`config.mk`:
```
export PLATFORM = sky130hd
export DESIGN_NAME = svmc_isqrt
export DESIGN_NICKNAME = d
export VERILOG_FILES = /design/src/svmc_pkg.sv /design/src/svmc_isqrt.sv
export SDC_FILE = /design/constraint.sdc
export NUM_CORES = 1
export LEC_CHECK = 0
export BUFFER_PORTS_ARGS = -buffer_cell sky130_fd_sc_hd__buf_2
export CORE_UTILIZATION = 49
export DETAILED_ROUTE_END_ITERATION = 8
export PLACE_DENSITY = 0.65
export SETUP_SLACK_MARGIN = 0.02
export SYNTH_ARGS = -nofsm -noshare
export SYNTH_HDL_FRONTEND = slang
export SYNTH_SLANG_ARGS = --single-unit
```
`constraint.sdc`:
```
create_clock -name clk -period 2.6 [get_ports clk]
set_clock_uncertainty 0.2 [all_clocks]
set_input_delay 0.52 -clock clk [delete_from_list [all_inputs] [get_ports clk]]
set_output_delay 0.52 -clock clk [all_outputs]
set_load 0.1 [all_outputs]
```
`src/svmc_pkg.sv`:
```
// Shared types, constants and sector tables for the space vector compare block.
// Depends on nothing; every other file of the block imports it.
package svmc_pkg;

  localparam logic [14:0] DRIVE_MAX  = 15'd28378;
  localparam logic [16:0] PI3        = 17'd68629;
  localparam logic [16:0] ONE_DEG    = 17'd1144;
  localparam logic [16:0] DEG_HI     = 17'd67485;
  localparam logic [16:0] SIN_C1     = 17'd83443;
  localparam logic [14:0] SIN_C2     = 15'd26561;
  localparam logic [15:0] HALF_RESET = 16'd4000;

  typedef enum logic [1:0] {
    REG_HALF  = 2'd0,
    REG_DEAD  = 2'd1,
    REG_NOISE = 2'd2
  } cfg_reg_t;

  typedef struct packed {
    logic [2:0]  sector;
    logic [16:0] xa;
    logic [16:0] xb;
  } svmc_side_t;

  typedef struct packed {
    logic [2:0]  sector;
    logic [30:0] tnh;
    logic [31:0] ta;
    logic [31:0] tb;
  } svmc_tim_t;

  typedef struct packed {
    logic [2:0]  sector;
    logic [1:0]  phase_b;
    logic [1:0]  phase_a;
    logic        rising;
    logic [15:0] adc;
    logic [15:0] p3;
    logic [15:0] p2;
    logic [15:0] p1;
  } svmc_res_t;

  // Sources of t1..t3, packed {t3, t2, t1}: 0 tn_half, 1 ton1, 2 ton2, 3 ton3.
  function automatic logic [5:0] sec_src(input logic [2:0] s);
    logic [5:0] r;
    unique case (s)
      3'd0:    r = {2'd3, 2'd1, 2'd0};
      3'd1:    r = {2'd3, 2'd0, 2'd2};
      3'd2:    r = {2'd1, 2'd0, 2'd3};
      3'd3:    r = {2'd0, 2'd2, 2'd3};
      3'd4:    r = {2'd0, 2'd3, 2'd1};
      default: r = {2'd2, 2'd3, 2'd0};
    endcase
    return r;
  endfunction

  // Sampled phases, packed {b, a}.
  function automatic logic [3:0] sec_phase(input logic [2:0] s);
    logic [3:0] r;
    unique case (s)
      3'd0, 3'd1: r = {2'd1, 2'd0};
      3'd2, 3'd3: r = {2'd2, 2'd1};
      default:    r = {2'd2, 2'd0};
    endcase
    return r;
  endfunction

  // Positions of x and y among t1..t3, packed {y, x}.
  function automatic logic [3:0] sec_xy(input logic [2:0] s);
    logic [3:0] r;
    unique case (s)
      3'd0:    r = {2'd1, 2'd0};
      3'd1:    r = {2'd0, 2'd1};
      3'd2:    r = {2'd2, 2'd1};
      3'd3:    r = {2'd1, 2'd2};
      3'd4:    r = {2'd0, 2'd2};
      default: r = {2'd2, 2'd0};
    endcase
    return r;
  endfunction

endpackage

```
`src/svmc_isqrt.sv`:
```
// Sixteen stage pipelined integer square root of a 32 bit value, one root bit per stage.
// Carries the angle sideband alongside; depends on svmc_pkg.
module svmc_isqrt (
  input  logic                   clk,
  input  logic                   rst,
  input  logic                   ce,
  input  logic                   in_valid,
  input  logic [31:0]            in_sum,
  input  svmc_pkg::svmc_side_t   in_side,
  output logic                   out_valid,
  output logic [15:0]            out_root,
  output svmc_pkg::svmc_side_t   out_side
);
  import svmc_pkg::*;

  logic [19:0]  rem_q  [16];
  logic [15:0]  root_q [16];
  logic [31:0]  num_q  [16];
  svmc_side_t   side_q [16];
  logic         vld_q  [16];

  for (genvar i = 0; i < 16; i++) begin : g_stage
    logic [19:0] rem_i;
    logic [15:0] root_i;
    logic [31:0] num_i;
    svmc_side_t  side_i;
    logic        v_i;
    logic [19:0] cand;
    logic [19:0] trial;

    if (i == 0) begin : g_first
      assign rem_i  = '0;
      assign root_i = '0;
      assign num_i  = in_sum;
      assign side_i = in_side;
      assign v_i    = in_valid;
    end else begin : g_rest
      assign rem_i  = rem_q[i-1];
      assign root_i = root_q[i-1];
      assign num_i  = num_q[i-1];
      assign side_i = side_q[i-1];
      assign v_i    = vld_q[i-1];
    end

    assign cand  = {rem_i[17:0], num_i[31:30]};
    assign trial = {2'b00, root_i, 2'b01};

    always_ff @(posedge clk) begin
      if (rst) begin
        vld_q[i] <= 1'b0;
      end else if (ce) begin
        vld_q[i] <= v_i;
      end
    end

    always_ff @(posedge clk) begin
      if (ce) begin
        if (cand >= trial) begin
          rem_q[i]  <= cand - trial;
          root_q[i] <= {root_i[14:0], 1'b1};
        end else begin
          rem_q[i]  <= cand;
          root_q[i] <= {root_i[14:0], 1'b0};
        end
        num_q[i]  <= {num_i[29:0], 2'b00};
        side_q[i] <= side_i;
      end
    end
  end

  assign out_valid = vld_q[15];
  assign out_root  = root_q[15];
  assign out_side  = side_q[15];

endmodule

```
**Word-level counts from Yosys, hierarchy flattened**

Memories as Yosys holds them, arrays and structs flattened.
Index checks and enable logic that the tools add are counted.

- Memories: 5
- Input bits: 73
- Bits in read-only memories: 0
- Bits in latches: 0
- Memory bits (writable): 1664
- Logic and storage cells: 235
- Output and inout port bits: 54
- Bits in registers: 0

- Divide/modulo/power cells: 0
- Add/subtract/negate cells: 16
- Magnitude comparators: 16
- Multiplexer cells: 150
- Shift-type cells: 0
- Reductions and logical operators: 0
- Multiply operators: 0
- Bitwise logic cells: 48
- Equality and inequality tests: 0

Memory list:

| name | words | width | read ports | clocked after Yosys merged registers in | wr ports | RTL line | source |
|---|---|---|---|---|---|---|---|
| side_q | 16 | 37 | 16 | 0 | 16 | svmc_isqrt.sv:19 | `svmc_side_t side_q [16];` |
| num_q | 16 | 30 | 15 | 0 | 16 | svmc_isqrt.sv:18 | `logic [31:0] num_q [16];` |
| rem_q | 16 | 20 | 15 | 0 | 16 | svmc_isqrt.sv:16 | `logic [19:0] rem_q [16];` |
| root_q | 16 | 16 | 16 | 0 | 16 | svmc_isqrt.sv:17 | `logic [15:0] root_q [16];` |
| vld_q | 16 | 1 | 16 | 0 | 16 | svmc_isqrt.sv:20 | `logic vld_q [16];` |

Operators with widths:

| kind | count |
|---|---|
| $mux W20 | 16 |
| $ge A20 B18 Y1 | 15 |
| $sub A20 B18 Y20 | 15 |
| $mux W16 | 16 |
| $mux W1 | 118 |
| $or A1 B1 Y1 | 48 |
| $sub A2 B1 Y3 const B | 1 |
| $ge A2 B1 Y1 const B | 1 |

**Depth between registers and ports, before layout**

An unclocked memory read counts as a cell.

- Word-level depth: 6
- Gate-level depth with buffers: 11
- Mapped depth without buffers: 10

**Worst setup path after synthesis**

OpenSTA, ideal clock, no wires.

- Path type: register to register
- From: memory rem_q[11][11], in the netlist rem_q[1][71]
- To: memory rem_q[12][11], in the netlist rem_q[1][91], data pin
- Arrival time: 2298 ps
- Period minus slack after synthesis: 2760 ps
- Cell stages (with the launch flop): 10
- Library setup time: 262 ps
- Path buffers: 2
- Slack: -160 ps
- Required time: 2138 ps
- Cell sequence: edfxtp_1 -> ha_1 -> clkbuf_1 -> nand2_1 -> nor4_1 -> a31oi_1 -> o41a_1 -> o21ai_1 -> buf_2 -> mux2_1

RTL lines:

| what | RTL line |
|---|---|
| from (decl) | svmc_isqrt.sv:16 |

==> results.tsv <==
metric	value	unit
PwrDens	810	nW/µm²
leakage	0.0226	µW
CP Launch Type	register	
Setup-failing EPs final	50	
sequential area share after synthesis	0.779	
Distinct cells, synth	81	
Num CTS Buffers	121	
maximum fanout along the worst path	5	
post-route core utilization	0.634	
grt ovf	0	
peak supply drop	790	µV
largest net degree at the start of global routing	206	
Max stage delay on crit path	0.45	ns
Core ar.	95600	µm²
CP required	2.87	ns
Gate Count Post-Synth	2845	
initial core utilization	0.497	
antenna viol nets, final	0	
Worst path most repeated cell	buf_4	
count of input and output buffers	126	
highest routed layer	met4	
Worst path slowest cell	edfxtp_1	
DR WL met2	44000	µm
Slew Limit Fails	0	
failing checks	negative setup slack	
Die Area	98200	µm²
clock sink count	1234	
synth warn	0	
Slew headroom	0.320	
Placed Area	52700	µm²
most instantiated cells after synthesis	edfxtp_1, inv_1, ha_1	
Least-Margin Pin Slew	1.02	ns
Hold Path Origin	num_q[0][8]$_DFFE_PP_	
Primary FF master, synth	edfxtp_1	
critical path cell sequence	ha_4 > nand4_1 > buf_4 > a21oi_4 > buf_6 > nor4_4 > o21a_1 > o311a_1 > buf_4 > xor2_1	
clk buf depth	3	
Cell Rows	113	
Hold Vio Cnt, Final	0	
Avg Cell Area, Syn	16.7	µm²
Sequential Area	37000	µm²
Yosys top cell by area	edfxtp_1	
worst hold slack	0.193	ns
chip width	313	µm
Die Span Y	313	µm
fin crit period	2.76	ns
Setup crit start	rem_q[1][83]$_DFFE_PP_	
antenna violations before repair	1	
final worst setup slack	-0.156	ns
DRT Wirelength	84300	µm
number of synthesized flops with an enable pin	1233	
Met3 Routed Length	3060	µm
# fillers	6786	
router iterations before antenna repair	5	
worst skew pair latency	0.72	ns
Fmax achieved	0.363	GHz
Async SR Flop Fraction	0	
Area contributors post-synth	edfxtp_1, ha_1, xnor2_1	
detailed placement HPWL	54200	µm
total power	49100	µW
WL met1	34800	µm
root buffer cell	clkbuf_16	
crit share post-route	1.06	
WL per Instance	16.9	µm
most frequent cell after synthesis	edfxtp_1	
status	finished, violations left	
path category of the worst min-delay check	register to register	
final RePlAce weighted congestion	0.882	
crit path DAT	3.03	ns
vias in the first global route	25800	
CP Capture Type	register	
initial drt markers	1395	
RSZ-0062 raised after global routing	yes	
Mapped Area	47500	µm²
htree depth	3	
fin cells	4980	
fin area	60500	µm²
Setup CP Type	register to register	
#FFs+latches synth	1234	
Diodes inserted	0	
Synth Net Count	3072	
RR Startpoint	rem_q[1][83]$_DFFE_PP_	
share of layout cells above drive strength 1	0.308	
Vias	25300	
Residual DRC	0	
Area Growth Syn to Fin	27.4	%
CTS tree	yes	
Yosys top cell area share	0.779	
GRT Overall Usage	0.169	
placed cells	4572	
Worst-path clk slew	0.06	ns
first-pass GRT wire length	132000	µm
max-cap violation count	0	
Nets	3836	
IO Count	127	
Vias/cell	5.08	
multi-input logic area	11700	µm²
-- power breakdown --
part | switching (µW) | internal (µW)
logic | 3540 | 3270
clock network | 7280 | 10200
registers | 830 | 23900
-- kinds of logic (layout without fill, tap and decap cells) --
group / count (synthesis) / in the layout / share of synthesized area
adders and majority gates: 154 / 154 / 0.0405
DFF: 1234 / 1234 / 0.779
buffers and inverters: 230 / 1098 / 0.0185
xor gates and xnor gates: 173 / 173 / 0.0319
and+or+nand+nor: 596 / 597 / 0.0659
muxes: 33 / 33 / 0.00766
AOI/OAI and AO/OA: 425 / 426 / 0.0560
-- repair_timing --
| item | in CTS | in global routing |
|---|---|---|
| pin swaps | 68 | 89 |
| cloned | 2 | 3 |
| setup buffers | 43 | 66 |
| endpoints found under the setup margin | 156 | 198 |
| hold endpoints to repair | 71 | 0 |
| hold buffers | 71 | 0 |
| gates resized for setup | 146 | 294 |
-- layout by cell type (no fill, tap or decap), drive strengths merged, types with 38 or more instances in the layout --
cell and count:
edfxtp 1233, buf 619, inv 180, ha 154, nor2 147, clkbuf 145, a21oi 133, nand2 110
o21ai 107, xnor2 94, xor2 79, dlygate4sd3 71, nor3 60, clkinv 60, nand3 54, o21a 38
-- area by class of cell --
cell class | instances | share of cell area
Sequential cell | 1234 | 0.612
Timing Repair Buffer | 692 | 0.0896
Clock inverter | 86 | 0.0161
Tap cell | 1265 | 0.0261
Inverter | 177 | 0.0110
Multi-Input combinational cell | 1383 | 0.194
Clock buffer | 143 | 0.0514
-- sequential cells by signal, summed over array words and instances, names as in the netlist --
| name | flops |
|---|---|
| side_q | 592 |
| rem_q | 250 |
| num_q | 240 |
| root_q | 136 |
| vld_q | 16 |
-- metrics by stage --
step	setup TNS (ns)	setup WS, ns
5_1_grt	-9.68	-0.205
3_5_place_dp	-16.09	-0.309
3_3_place_gp	-12.29	-0.309
4_1_cts	-1.13	-0.0911
6_report	-2.18	-0.156
2_1_floorplan	0	0.00288
-- per-layer routing --
layer / GRT usage / vias to the layer above
met5: 0 / -
met4: 0.0603 / 0
met3: 0.0288 / 164
met2: 0.304 / 433
met1: 0.205 / 12400
li1: - / 12400
-- worst max-delay path: cells and delay by family (launching register included) --
kind / cells / cell delay, ns
adder cells (fa/ha/maj): 1 / 0.33
AO/OA/AOI/OAI: 3 / 0.67
XOR/XNOR: 1 / 0.13
buffers and inverters: 3 / 0.49
AND/OR/NAND/NOR: 2 / 0.24
flip-flops: 1 / 0.45
-- worst paths after layout --
path / slack, ns / cells past startpoint / to
worst min-delay path: 0.19 / 0 / num_q[0][40]$_DFFE_PP_
worst max register to register: -0.16 / 10 / rem_q[1][115]$_DFFE_PP_
worst min register to register: 0.19 / 0 / num_q[0][40]$_DFFE_PP_
worst max-delay path: -0.16 / 10 / rem_q[1][115]$_DFFE_PP_
Power figures use the tool's default switching activity.
